--- src/sv/scpq_pkg.sv ---
// ----------------------------------------------------------------------------
// scpq_pkg: shared types and constants for the serial command parser queue
// Command codes, character codes, queue sizing and the result item layout.
// ----------------------------------------------------------------------------
`timescale 1ns / 1ps
`default_nettype none

package scpq_pkg;

  // Queue sizing
  localparam int QUEUE_DEPTH = 10;
  localparam int SLOT_W      = (QUEUE_DEPTH > 1) ? $clog2(QUEUE_DEPTH) : 1;
  localparam int CNT_W       = $clog2(QUEUE_DEPTH + 1);
  localparam int QCNT_W      = 4;

  // Item commands
  typedef enum logic [1:0] {
    CMD_BYTE = 2'd0,
    CMD_PUSH = 2'd1,
    CMD_PULL = 2'd2,
    CMD_NONE = 2'd3
  } cmd_e;

  // Character codes
  localparam logic [7:0] CH_NL   = 8'h0A;
  localparam logic [7:0] CH_BANG = 8'h21;
  localparam logic [7:0] CH_ZERO = 8'h30;
  localparam logic [7:0] CH_NINE = 8'h39;
  localparam logic [7:0] CH_F    = 8'h46;
  localparam logic [7:0] CH_B    = 8'h42;
  localparam logic [7:0] CH_T    = 8'h54;
  localparam logic [7:0] CH_LT   = 8'h74;
  localparam logic [7:0] CH_S    = 8'h73;

  // One result item
  typedef struct packed {
    logic              pushed;
    logic              dropped;
    logic              pull_valid;
    logic [31:0]       pulled_word;
    logic [QCNT_W-1:0] queue_count;
  } res_t;

  function automatic logic is_digit(input logic [7:0] c);
    return (c >= CH_ZERO) && (c <= CH_NINE);
  endfunction

  function automatic logic is_letter(input logic [7:0] c);
    return (c == CH_F) || (c == CH_B) || (c == CH_T) || (c == CH_LT) || (c == CH_S);
  endfunction

endpackage

`default_nettype wire

--- src/sv/scpq_if.sv ---
// ----------------------------------------------------------------------------
// scpq channel interfaces
// Valid/ready channels for input items and result items.
// ----------------------------------------------------------------------------
`timescale 1ns / 1ps
`default_nettype none

interface scpq_in_if;
  logic        valid;
  logic        ready;
  logic [1:0]  command;
  logic [7:0]  rx_byte;
  logic [31:0] push_word;

  modport source (output valid, output command, output rx_byte, output push_word,
                  input ready);
  modport sink   (input valid, input command, input rx_byte, input push_word,
                  output ready);
endinterface

interface scpq_out_if;
  logic        valid;
  logic        ready;
  logic        pushed;
  logic        dropped;
  logic        pull_valid;
  logic [31:0] pulled_word;
  logic [3:0]  queue_count;

  modport source (output valid, output pushed, output dropped, output pull_valid,
                  output pulled_word, output queue_count, input ready);
  modport sink   (input valid, input pushed, input dropped, input pull_valid,
                  input pulled_word, input queue_count, output ready);
endinterface

`default_nettype wire

--- src/sv/serial_command_parser_with_queue_unit.sv ---
// ----------------------------------------------------------------------------
// serial_command_parser_with_queue_unit
// Serial frame parser feeding a ring queue of 4-byte command messages.
// ----------------------------------------------------------------------------
// Usage:
//   in_i  carries one item per handshake: command (0 serial byte, 1 direct
//         push of push_word, 2 pull oldest message, 3 no operation), rx_byte
//         and push_word. A frame is newline, letter (F B T t s), two digits,
//         then '!' (or a third digit for 's'); it pushes letter in bits 7:0.
//   out_o returns exactly one result item per input item, in order:
//         pushed, dropped, pull_valid, pulled_word, queue_count.
//   The result of an accepted item is registered in the result register,
//   or in the skid register while an earlier result waits. Throughput is
//   one item per cycle while in_i.ready is high; parser state, queue
//   pointers and count update on accept, and a head register holds the
//   store entry at the read pointer, refilled from the next read pointer.
//   A two-entry output stage (result register plus skid register) lets an
//   item be accepted while an earlier result still waits; in_i.ready drops
//   only when both entries are full, i.e. once two results wait untaken.
//   Reset (rst_ni low) empties the queue, clears the pointers and returns
//   the parser to waiting for a newline; the message store itself is not
//   cleared and only written entries are ever read.
// ----------------------------------------------------------------------------
`timescale 1ns / 1ps
`default_nettype none

module serial_command_parser_with_queue_unit
  import scpq_pkg::*;
(
  input  wire          clk_i,
  input  wire          rst_ni,
  scpq_in_if.sink      in_i,
  scpq_out_if.source   out_o
);

  // Parser phases
  typedef enum logic [2:0] {
    PH_IDLE   = 3'd0,
    PH_LETTER = 3'd1,
    PH_DIG1   = 3'd2,
    PH_DIG2   = 3'd3,
    PH_TERM   = 3'd4
  } phase_e;

  phase_e            ph_q, ph_d;
  logic [7:0]        letter_q, letter_d;
  logic [15:0]       digits_q, digits_d;
  logic [SLOT_W-1:0] wr_q, wr_d;
  logic [SLOT_W-1:0] rd_q, rd_d;
  logic [CNT_W-1:0]  cnt_q, cnt_d;

  logic [31:0] mem [QUEUE_DEPTH];
  logic [31:0] head_q;

  // Output stage: result register and skid register
  res_t res_q, skid_q, res_new;
  logic res_v_q, skid_v_q;

  logic        accept, take;
  logic        frame_done;
  logic [31:0] frame_word;
  logic        push_req, do_push, do_pull, full, empty;
  logic [31:0] push_data;
  logic [7:0]  c;

  assign accept     = in_i.valid && in_i.ready;
  assign take       = res_v_q && out_o.ready;
  assign in_i.ready = !skid_v_q;
  assign c          = in_i.rx_byte;

  assign full  = (cnt_q == CNT_W'(QUEUE_DEPTH));
  assign empty = (cnt_q == '0);

  // Frame parser: next phase and captured fields for a serial byte
  always_comb begin
    ph_d       = ph_q;
    letter_d   = letter_q;
    digits_d   = digits_q;
    frame_done = 1'b0;
    frame_word = {c, digits_q, letter_q};
    if (in_i.command == CMD_BYTE) begin
      unique case (ph_q)
        PH_LETTER: begin
          if (is_letter(c)) begin
            letter_d = c;
            ph_d     = PH_DIG1;
          end else begin
            ph_d = PH_IDLE;
          end
        end
        PH_DIG1: begin
          if (is_digit(c)) begin
            digits_d[7:0] = c;
            ph_d          = PH_DIG2;
          end else begin
            ph_d = PH_IDLE;
          end
        end
        PH_DIG2: begin
          if (is_digit(c)) begin
            digits_d[15:8] = c;
            ph_d           = PH_TERM;
          end else begin
            ph_d = PH_IDLE;
          end
        end
        PH_TERM: begin
          // 's' ends in a digit, every other letter in '!'
          frame_done = (letter_q == CH_S) ? is_digit(c) : (c == CH_BANG);
          ph_d       = PH_IDLE;
        end
        default: begin
          // waiting for newline; out-of-range phases behave the same
          ph_d = (c == CH_NL) ? PH_LETTER : PH_IDLE;
        end
      endcase
    end
  end

  // Queue control and the result of this item
  always_comb begin
    push_req  = ((in_i.command == CMD_BYTE) && frame_done) || (in_i.command == CMD_PUSH);
    push_data = (in_i.command == CMD_PUSH) ? in_i.push_word : frame_word;
    do_push   = push_req && !full;
    do_pull   = (in_i.command == CMD_PULL) && !empty;

    wr_d  = wr_q;
    rd_d  = rd_q;
    cnt_d = cnt_q;
    if (do_push) begin
      wr_d  = (wr_q == SLOT_W'(QUEUE_DEPTH - 1)) ? '0 : wr_q + 1'b1;
      cnt_d = cnt_q + 1'b1;
    end
    if (do_pull) begin
      rd_d  = (rd_q == SLOT_W'(QUEUE_DEPTH - 1)) ? '0 : rd_q + 1'b1;
      cnt_d = cnt_q - 1'b1;
    end

    res_new.pushed      = do_push;
    res_new.dropped     = push_req && full;
    res_new.pull_valid  = do_pull;
    res_new.pulled_word = do_pull ? head_q : 32'd0;
    res_new.queue_count = QCNT_W'(cnt_d);
  end

  // Message store: written on push, no reset. Refill the head register from
  // the next read pointer; a push into an empty queue lands there directly.
  always_ff @(posedge clk_i) begin
    if (accept) begin
      if (do_push) begin
        mem[wr_q] <= push_data;
      end
      if (do_push && (wr_q == rd_d)) begin
        head_q <= push_data;
      end else begin
        head_q <= mem[rd_d];
      end
    end
  end

  // Parser and queue state: advance only on an accepted item
  always_ff @(posedge clk_i or negedge rst_ni) begin
    if (!rst_ni) begin
      ph_q     <= PH_IDLE;
      letter_q <= '0;
      digits_q <= '0;
      wr_q     <= '0;
      rd_q     <= '0;
      cnt_q    <= '0;
    end else if (accept) begin
      ph_q     <= ph_d;
      letter_q <= letter_d;
      digits_q <= digits_d;
      wr_q     <= wr_d;
      rd_q     <= rd_d;
      cnt_q    <= cnt_d;
    end
  end

  // Output stage: refill the result register from skid first, then from
  // the new item; park the new item in skid when the result is held
  always_ff @(posedge clk_i or negedge rst_ni) begin
    if (!rst_ni) begin
      res_v_q  <= 1'b0;
      skid_v_q <= 1'b0;
    end else begin
      if (take) begin
        if (skid_v_q) begin
          skid_v_q <= 1'b0;
        end else begin
          res_v_q <= accept;
        end
      end else if (accept) begin
        if (res_v_q) begin
          skid_v_q <= 1'b1;
        end else begin
          res_v_q <= 1'b1;
        end
      end
    end
  end

  always_ff @(posedge clk_i) begin
    if (take && skid_v_q) begin
      res_q <= skid_q;
    end else if (accept && (take || !res_v_q)) begin
      res_q <= res_new;
    end
    if (accept && res_v_q && !take) begin
      skid_q <= res_new;
    end
  end

  assign out_o.valid       = res_v_q;
  assign out_o.pushed      = res_q.pushed;
  assign out_o.dropped     = res_q.dropped;
  assign out_o.pull_valid  = res_q.pull_valid;
  assign out_o.pulled_word = res_q.pulled_word;
  assign out_o.queue_count = res_q.queue_count;

  // Checks
  a_skid_behind_res: assert property (@(posedge clk_i) disable iff (!rst_ni)
    skid_v_q |-> res_v_q)
    else $error("skid entry held without a result entry");

  a_count_bound: assert property (@(posedge clk_i) disable iff (!rst_ni)
    cnt_q <= CNT_W'(QUEUE_DEPTH))
    else $error("queue count above depth");

  a_empty_ptrs: assert property (@(posedge clk_i) disable iff (!rst_ni)
    (cnt_q == '0) |-> (wr_q == rd_q))
    else $error("empty queue with unequal pointers");

  a_pull_dec: assert property (@(posedge clk_i) disable iff (!rst_ni)
    (accept && (in_i.command == CMD_PULL) && (cnt_q != '0))
      |=> (cnt_q == $past(cnt_q) - 1'b1))
    else $error("pull from non-empty queue did not lower count");

endmodule

`default_nettype wire

--- src/flat_wrapper.sv ---
// flat-port wrapper written by rule: the top's interface ports become plain ports
module serial_command_parser_with_queue_unit_flat import scpq_pkg::*;
  (clk_i, rst_ni, in_i_valid, in_i_command, in_i_rx_byte, in_i_push_word, in_i_ready, out_o_valid, out_o_pushed, out_o_dropped, out_o_pull_valid, out_o_pulled_word, out_o_queue_count, out_o_ready);
  scpq_in_if in_i_i ();
  scpq_out_if out_o_i ();
  input  wire clk_i;
  input  wire rst_ni;
  input wire logic [$bits(in_i_i.valid)-1:0] in_i_valid;
  input wire logic [$bits(in_i_i.command)-1:0] in_i_command;
  input wire logic [$bits(in_i_i.rx_byte)-1:0] in_i_rx_byte;
  input wire logic [$bits(in_i_i.push_word)-1:0] in_i_push_word;
  output wire logic [$bits(in_i_i.ready)-1:0] in_i_ready;
  output wire logic [$bits(out_o_i.valid)-1:0] out_o_valid;
  output wire logic [$bits(out_o_i.pushed)-1:0] out_o_pushed;
  output wire logic [$bits(out_o_i.dropped)-1:0] out_o_dropped;
  output wire logic [$bits(out_o_i.pull_valid)-1:0] out_o_pull_valid;
  output wire logic [$bits(out_o_i.pulled_word)-1:0] out_o_pulled_word;
  output wire logic [$bits(out_o_i.queue_count)-1:0] out_o_queue_count;
  input wire logic [$bits(out_o_i.ready)-1:0] out_o_ready;
  assign in_i_i.valid = in_i_valid;
  assign in_i_i.command = in_i_command;
  assign in_i_i.rx_byte = in_i_rx_byte;
  assign in_i_i.push_word = in_i_push_word;
  assign in_i_ready = in_i_i.ready;
  assign out_o_valid = out_o_i.valid;
  assign out_o_pushed = out_o_i.pushed;
  assign out_o_dropped = out_o_i.dropped;
  assign out_o_pull_valid = out_o_i.pull_valid;
  assign out_o_pulled_word = out_o_i.pulled_word;
  assign out_o_queue_count = out_o_i.queue_count;
  assign out_o_i.ready = out_o_ready;
  serial_command_parser_with_queue_unit u_core (.clk_i(clk_i), .rst_ni(rst_ni), .in_i(in_i_i), .out_o(out_o_i));
endmodule
--- config.mk ---
export PLATFORM = sky130hd
export DESIGN_NAME = serial_command_parser_with_queue_unit_flat
export DESIGN_NICKNAME = d
export VERILOG_FILES = /design/src/sv/scpq_pkg.sv /design/src/sv/scpq_if.sv /design/src/sv/serial_command_parser_with_queue_unit.sv /design/src/flat_wrapper.sv
export SDC_FILE = /design/constraint.sdc
export NUM_CORES = 1
export LEC_CHECK = 0
export BUFFER_PORTS_ARGS = -buffer_cell sky130_fd_sc_hd__buf_2
export CAP_MARGIN = 20
export CORE_MARGIN = 2
export CORE_UTILIZATION = 45
export DETAILED_ROUTE_END_ITERATION = 8
export PLACE_DENSITY = 0.66
export REMOVE_ABC_BUFFERS = 1
export SLEW_MARGIN = 25
export SYNTH_ARGS = -nofsm -noshare
export SYNTH_HDL_FRONTEND = slang
export SYNTH_SLANG_ARGS = --single-unit
--- constraint.sdc ---
create_clock -name clk_i -period 6.4 [get_ports clk_i]
set_input_delay 0 -clock clk_i [delete_from_list [all_inputs] [get_ports clk_i]]
set_output_delay 0 -clock clk_i [all_outputs]
set_load 0.1 [all_outputs]
==> impl_metrics.tcl, run 1 <==
set metrics [dict create \
    outcome "finished clean" \
    hold_violations 0 \
    die_area_um2 50050 \
    yosys.area.top_type "edfxtp_1" \
    dr.first_iter.drc_count 1323 \
    die_h_um 223.7 \
    hold_path_class "input pin to flip-flop" \
    tightest_slew_ns 1.074 \
    yosysSeqAreaShare 0.6416 \
    vdd_drop_max_mv 0.2491 \
    critPathMaxFanout 73 \
    dp_hpwl_mm 32.36 \
    fmax_mhz 239.2 \
    postRouteAntennaNets 0 \
    p_comb_frac 0.367 \
    h-tree-depth 2 \
    power_switching_w 0.004162 \
    power.internal_w 0.006948 \
    final_area_um2 24740 \
    synth_edf_count 430 \
    required_ns 6.73 \
    ys_ff_latch 471 \
    grt.total_usage 0.2262 \
    endpoint_kind "flip-flop" \
    crit-reg2reg-launch "u_core.cnt_q[1]$_DFFE_PN0P_" \
    areaGrowthSynthToFinish_pct 13.85 \
    post_cts_buffers 0 \
    tritoncts "yes" \
    grt_pass1_wl_mm 85.62 \
    synthArstFlopShare 0.08705 \
    nets 1756 \
    ys_top_cells_by_area "edfxtp_1, mux2_2, mux2i_1" \
    skew_ns 0.01328 \
    crit_buf_inv 2 \
    p_leak_nw 9.167 \
    clock-sinks 471 \
    regArea_um2 13950 \
    cp_top_family "simple AND/OR/NAND/NOR gates" \
    min_period_ns 4.181 \
    cts_root_buf "clkbuf_16" \
    p_seq_frac 0.367 \
    placed_cell_area_um2 22820 \
    clk-insertion-delay-late_ns 0.59 \
    wl_per_cell_um 24.27 \
    multi_input_area_um2 7327 \
    slowest_stage "inv_2" \
    start_util 0.4550 \
    gp_congestion 0.8446 \
    p_clk_frac 0.265 \
    critPathLaunchType "flip-flop" \
    num_rows 80 \
    vias_per_cell 6.014 \
    port_buffers 86 \
    yosysWarnings 0 \
    min_from "in_i_push_word[18]" \
    synth_ff_type "edfxtp_1" \
    antenna_found_initial 1 \
    wl_mm 57.34 \
    synth_cells 1631 \
    nFillCells 3951 \
    period_share 0.6533 \
    synth.avg_cell_area_um2 13.32 \
    drc_errors 0 \
    syn_area_um2 21730 \
    cts_hold_buf 24 \
    max_slew_margin 0.2788 \
    cts_inserted_buffers 48 \
    grt_remaining_overflow 0 \
    yosysTopAreaCellShare 0.5943 \
    slowest_delay_ns 0.86 \
    fin_util 0.5181 \
    dieWidth_um 223.7 \
    swShare 0.3746 \
    rsz0062_at_grt "no" \
    drv_slew 0 \
    cts_resized 0 \
    dr_total_vias 14206 \
    drive_above_1_share 0.2204 \
    maxCapViolCount 0 \
    insertedDiodeCount 0 \
    crit_path_cell_trace "inv_1 > ha_1 > or3b_4 > nand2_4 > inv_2 > or3_1 > o21ai_0 > a221o_1 > mux2_4" \
    setup_viol 0 \
    grt_pass1_vias 14100 \
    core_region_area_um2 47750 \
    path_class "flip-flop to flip-flop" \
    powerDensity_nw_per_um2 449.2 \
    grt_max_degree 83 \
    clockBufferDepth 3 \
    crit_start "u_core.cnt_q[1]$_DFFE_PN0P_" \
    cts.clk_slew.worst_paths_ns 0.07 \
    pin_count 87 \
    synth_cell_types 74 \
    cp_data_arrival_time_ns 4.52 \
    dr.pass1.iters 5 \
]
==> tightest hold or removal path, cell delays in order <==
cell and delay, ns:
buf_2 0.09, nand2_1 0.05, nand2_1 0.27
==> per-stage QoR <==
stage               setup WS (ns)  std cells  hold slack, ns  TNS [ns]  total power (W)
finish                      2.219       2362        0.009710         0          0.01111
detailed placement          2.196       2247          0.1487         0         0.008182
CTS                         2.182       2361       0.0007997         0          0.01114
global route                1.976       2362         0.06163         0          0.01154
floorplan                  -1.696       1506         -0.2956    -54.42         0.007254
global placement            2.308       2247          0.1421         0         0.008084
==> power by group through the flow <==
| stage | Sequential, W | Combinational (W) | Clock, W |
|---|---|---|---|
| 3_3_place_gp | 0.00412 | 0.00396 | 0 |
| 4_1_cts | 0.00407 | 0.00407 | 0.00300 |
| 2_1_floorplan | 0.00502 | 0.00224 | 0 |
| 5_1_grt | 0.00412 | 0.00433 | 0.00309 |
| 6_report | 0.00408 | 0.00408 | 0.00295 |
| 3_5_place_dp | 0.00414 | 0.00405 | 0 |
==> routing by layer <==
metal / wire length (um) / vias to the layer above / global-route usage
met4: 1745 / 0 / 0.08538
met3: 3175 / 121 / 0.02558
met2: 28770 / 525 / 0.3922
met5: 0 / - / 0
li1: - / 6415 / -
met1: 23640 / 7145 / 0.2932
==> final cells by class <==
class                   count  share of cell area
flip-flops and latches    471              0.5638
multi-input cells        1020              0.2962
clock buffers              58             0.05215
repair buffers            151             0.04006
well taps                 615             0.03111
clock inverters            32             0.01437
inverters                  15            0.002276
==> path summary, 6_finish.rpt <==
| check | to | slack (ns) | cells after the start |
|---|---|---|---|
| max | u_core.head_q[11]$_DFFE_PP_ | 2.22 | 9 |
| max reg2reg | u_core.head_q[11]$_DFFE_PP_ | 2.22 | 9 |
| max in group asynchronous | u_core.rd_q[1]$_DFFE_PN0P_ | 5.80 | 3 |
| min reg2reg | u_core.digits_q[5]$_DFFE_PN0P_ | 0.47 | 1 |
| min in group asynchronous | u_core.digits_q[12]$_DFFE_PN0P_ | 0.10 | 3 |
| min | u_core.mem[0][18]$_DFFE_PP_ | 0.01 | 3 |
==> cell usage after synthesis, drive strengths merged (3+ instances only) <==
library cell and instances:
mux2i 106, o21a 3, a221oi 6, or3 3, edfxtp 430, buf 48
a211oi 109, xnor2 9, a221o 4, nand2b 8, nor2b 12, and3 61
nor4 8, o31ai 3, a31oi 29, nand2 213, or2 6, mux2 137
o2111a 3, nand3b 3, nand4b 3, nand3 30, dfrtp 41, xor2 6
o21ai 45, nand4 3, a21oi 38, o211ai 30, nor2 43, nor3 64
clkbuf 77, inv 14, ha 3
==> state kept, by name (all words and copies together) (netlist names) <==
signal and cells:
u_core.mem 320, u_core.skid_q 39, u_core.head_q 32, u_core.out_o.pulled_word 32, u_core.digits_q 16, u_core.letter_q 8
u_core.cnt_q 4, u_core.out_o.queue_count 4, u_core.rd_q 4, u_core.wr_q 4, u_core.ph_q 3, u_core.out_o.dropped 1
u_core.out_o.pull_valid 1, u_core.out_o.pushed 1, u_core.out_o.valid 1, u_core.skid_v_q 1
==> cells in the final DEF, fill, tap and decap left out, types with 5 or more instances in the layout <==
cell | synthesis | layout
a221oi_1 | 6 | 6
clkbuf_1 | 77 | 6
edfxtp_1 | 430 | 430
a211oi_1 | 109 | 109
nor2_1 | 42 | 41
clkinv_1 | 1 | 8
clkinv_2 | 0 | 10
a31oi_1 | 29 | 29
nor3_1 | 64 | 58
mux2_4 | 29 | 29
xnor2_1 | 9 | 9
mux2_2 | 108 | 108
or2_2 | 6 | 6
inv_1 | 13 | 13
xor2_1 | 6 | 5
o21ai_0 | 43 | 43
nand2_1 | 211 | 211
and3_1 | 61 | 60
mux2i_1 | 105 | 105
dlygate4sd3_1 | 0 | 24
buf_2 | 37 | 86
a21oi_1 | 38 | 38
nor2b_1 | 12 | 9
o211ai_1 | 29 | 29
buf_4 | 5 | 40
dfrtp_1 | 41 | 39
clkbuf_16 | 0 | 49
nand2b_1 | 8 | 8
nand3_1 | 29 | 29
nor3_2 | 0 | 6
bufinv_16 | 0 | 7
==> cell families after synthesis <==
logic type               after synthesis  share of synthesized area
AO/OA/AOI/OAI                        289                    0.09226
XOR/XNOR                              15                   0.006047
adder cells (fa/ha/maj)                3                   0.001728
buffers and inverters                140                    0.02822
flip-flops                           471                     0.6416
multiplexers                         243                     0.1250
AND/OR/NAND/NOR                      470                     0.1052
Note: power is estimated with default switching activity, not from simulation.
==> run 2, diff against run 1 <==
PLACE_DENSITY = 0.69   (was 0.66)
clock period = 3.7 ns   (was 6.4 ns; I/O delays follow)
==> impl_metrics.tcl, run 2 (same netlist as run 1, synthesis figures left out) <==
set metrics [dict create \
    outcome "finished clean" \
    crit-reg2reg-launch "u_core.cnt_q[0]$_DFFE_PN0P_" \
    grt_max_degree 116 \
    critPathMaxFanout 115 \
    max_slew_margin 0.3733 \
    hold_path_class "input pin to flip-flop" \
    grt_pass1_wl_mm 85.70 \
    drc_errors 0 \
    tightest_slew_ns 0.9400 \
    fmax_mhz 316.6 \
    insertedDiodeCount 0 \
    reg2reg_slack_ns 0.54 \
    clk-insertion-delay-late_ns 0.59 \
    clock-sinks 471 \
    num_rows 80 \
    setup_viol 0 \
    dieWidth_um 223.7 \
    cts_inserted_buffers 49 \
    cts.clk_slew.worst_paths_ns 0.06 \
    skew_ns 0.02517 \
    postRouteAntennaNets 0 \
    grt_remaining_overflow 0 \
    drive_above_1_share 0.2306 \
    regMostFlops "u_core.mem" \
    min_from "in_i_push_word[9]" \
    multi_input_area_um2 7282 \
    reg2reg_depth 9 \
    pin_count 87 \
    place_ws_ns 0.6047 \
    start_util 0.4550 \
    critPathLaunchType "flip-flop" \
    die_h_um 223.7 \
    instances_no_fill 2397 \
    crit_buf_inv 2 \
    hold_depth 3 \
    grt_util_met2 0.3746 \
    slowest_delay_ns 0.57 \
    hold_end "u_core.mem[0][9]$_DFFE_PP_" \
    busiest_layer "met2" \
    antenna_found_initial 0 \
    nets 1790 \
    cp_top_family "simple AND/OR/NAND/NOR gates" \
    areaGrowthSynthToFinish_pct 15.46 \
    wl_per_cell_um 23.84 \
    dr.first_iter.drc_count 1446 \
    clockBufferDepth 3 \
    post_cts_buffers 0 \
    gp_congestion 0.8334 \
    regArea_um2 13950 \
    vdd_drop_max_mv 0.4887 \
    cp_common_cell "a211oi_1" \
    grt_use_met1 0.2933 \
    die_area_um2 50050 \
    final_cell_mix "edfxtp_1, nand2_1, a211oi_1" \
    port_buffers 86 \
    grt.total_usage 0.2274 \
    grt_pass1_vias 14523 \
    cp_data_arrival_time_ns 3.49 \
    min_period_ns 3.158 \
    endpoint_kind "flip-flop" \
    dp_hpwl_mm 33.89 \
    met3_usage 0.03791 \
    dp_cells 2275 \
    dr_total_vias 14364 \
    maxCapViolCount 0 \
    dr.pass1.iters 7 \
    hold_violations 0 \
    required_ns 4.03 \
    path_class "flip-flop to flip-flop" \
    slowest_stage "or3b_4" \
    powerDensity_nw_per_um2 776.9 \
    core_region_area_um2 47750 \
    tritoncts "yes" \
    h-tree-depth 2 \
    cts_root_buf "clkbuf_16" \
    drv_slew 0 \
    wl_mm 57.14 \
    setup_ws_ns 0.5417 \
    regToRegEndpoint "u_core.head_q[23]$_DFFE_PP_" \
    p_leak_nw 9.372 \
    period_share 0.8536 \
    largest_reg_flops 320 \
    crit_path_cell_trace "inv_1 > ha_1 > or3b_4 > nand2_4 > buf_12 > a211oi_1 > a211oi_1 > a211oi_1 > mux2_4" \
    rsz0062_at_grt "no" \
    final_common_cell "edfxtp_1" \
    top_regs "u_core.mem x320, u_core.skid_q x39" \
    vias_per_cell 5.992 \
    nFillCells 3893 \
]
[run 2: changes by cell type in the layout (fill, tap and decap cells not counted), moves of 4 or more]
| cell | change |
|---|---|
| clkinv_2 | -4 |
| clkbuf_1 | +8 |
| clkinv_4 | -4 |
| buf_4 | +22 |
| buf_12 | +5 |
| dlygate4sd3_1 | +6 |
| clkbuf_8 | +11 |
| clkinv_1 | -6 |
[run 2: worst max path at each step]
stage / startpoint / endpoint / slack, ns / cells past startpoint
after CTS: u_core.cnt_q[0]$_DFFE_PN0P_ / u_core.head_q[5]$_DFFE_PP_ / 0.59 / 9
after floorplan: u_core.rd_q[1]$_DFFE_PN0P_ / u_core.head_q[10]$_DFFE_PP_ / -4.40 / 5
final: u_core.cnt_q[0]$_DFFE_PN0P_ / u_core.head_q[23]$_DFFE_PP_ / 0.54 / 9
after global routing: u_core.cnt_q[1]$_DFFE_PN0P_ / u_core.head_q[26]$_DFFE_PP_ / 0.39 / 9
after detailed placement: u_core.cnt_q[0]$_DFFE_PN0P_ / u_core.head_q[5]$_DFFE_PP_ / 0.60 / 9
after global placement: u_core.letter_q[2]$_DFFE_PN0P_ / u_core.head_q[31]$_DFFE_PP_ / 0.65 / 7
[run 2: worst reg2reg max path: stages (launching register included)]
cell and delay [ns]:
dfrtp_1 0.43, inv_1 0.16, ha_1 0.26, or3b_4 0.57
nand2_4 0.16, buf_12 0.35, a211oi_1 0.31, a211oi_1 0.31
a211oi_1 0.09, mux2_4 0.26
[run 2: power by group]
part	switching [W]	internal, W	leakage [nW]
clock	0.00203	0.00315	0.846
combinational	0.00487	0.00255	4.01
sequential	0.000289	0.00660	4.52
[run 2: cell type report]
type / count / area share
clock inverters: 13 / 0.007682
inverters: 15 / 0.002245
clock buffers: 79 / 0.06065
flip-flops and latches: 471 / 0.5560
repair buffers: 184 / 0.05247
multi-input cells: 1020 / 0.2903
well taps: 615 / 0.03068
[run 2: per-layer routing]
layer / vias to the layer above / wire length (um)
li1: 6468 / -
met3: 170 / 4114
met2: 592 / 27340
met1: 7134 / 23280
met4: 0 / 2404
met5: - / 0
[run 2: metrics by stage]
stage	hold WS, ns	util	TNS (ns)	total power [W]	instance area [um^2]
finish	0.03124	0.5254	0	0.01949	25080
global route	0.04717	0.5254	0	0.02025	25080
CTS	0.002828	0.5254	0	0.01954	25080
detailed placement	-0.1471	0.4832	0	0.01433	23070
global placement	-0.1535	0.4832	0	0.01415	23070
floorplan	-0.2956	-	-767.96	0.01255	21170
[run 2: repair_timing]
action,4_1_cts,5_1_grt
hold buffers,30,0
hold endpoints to repair,243,0
setup endpoints to repair,0,0
gates resized for setup,0,0
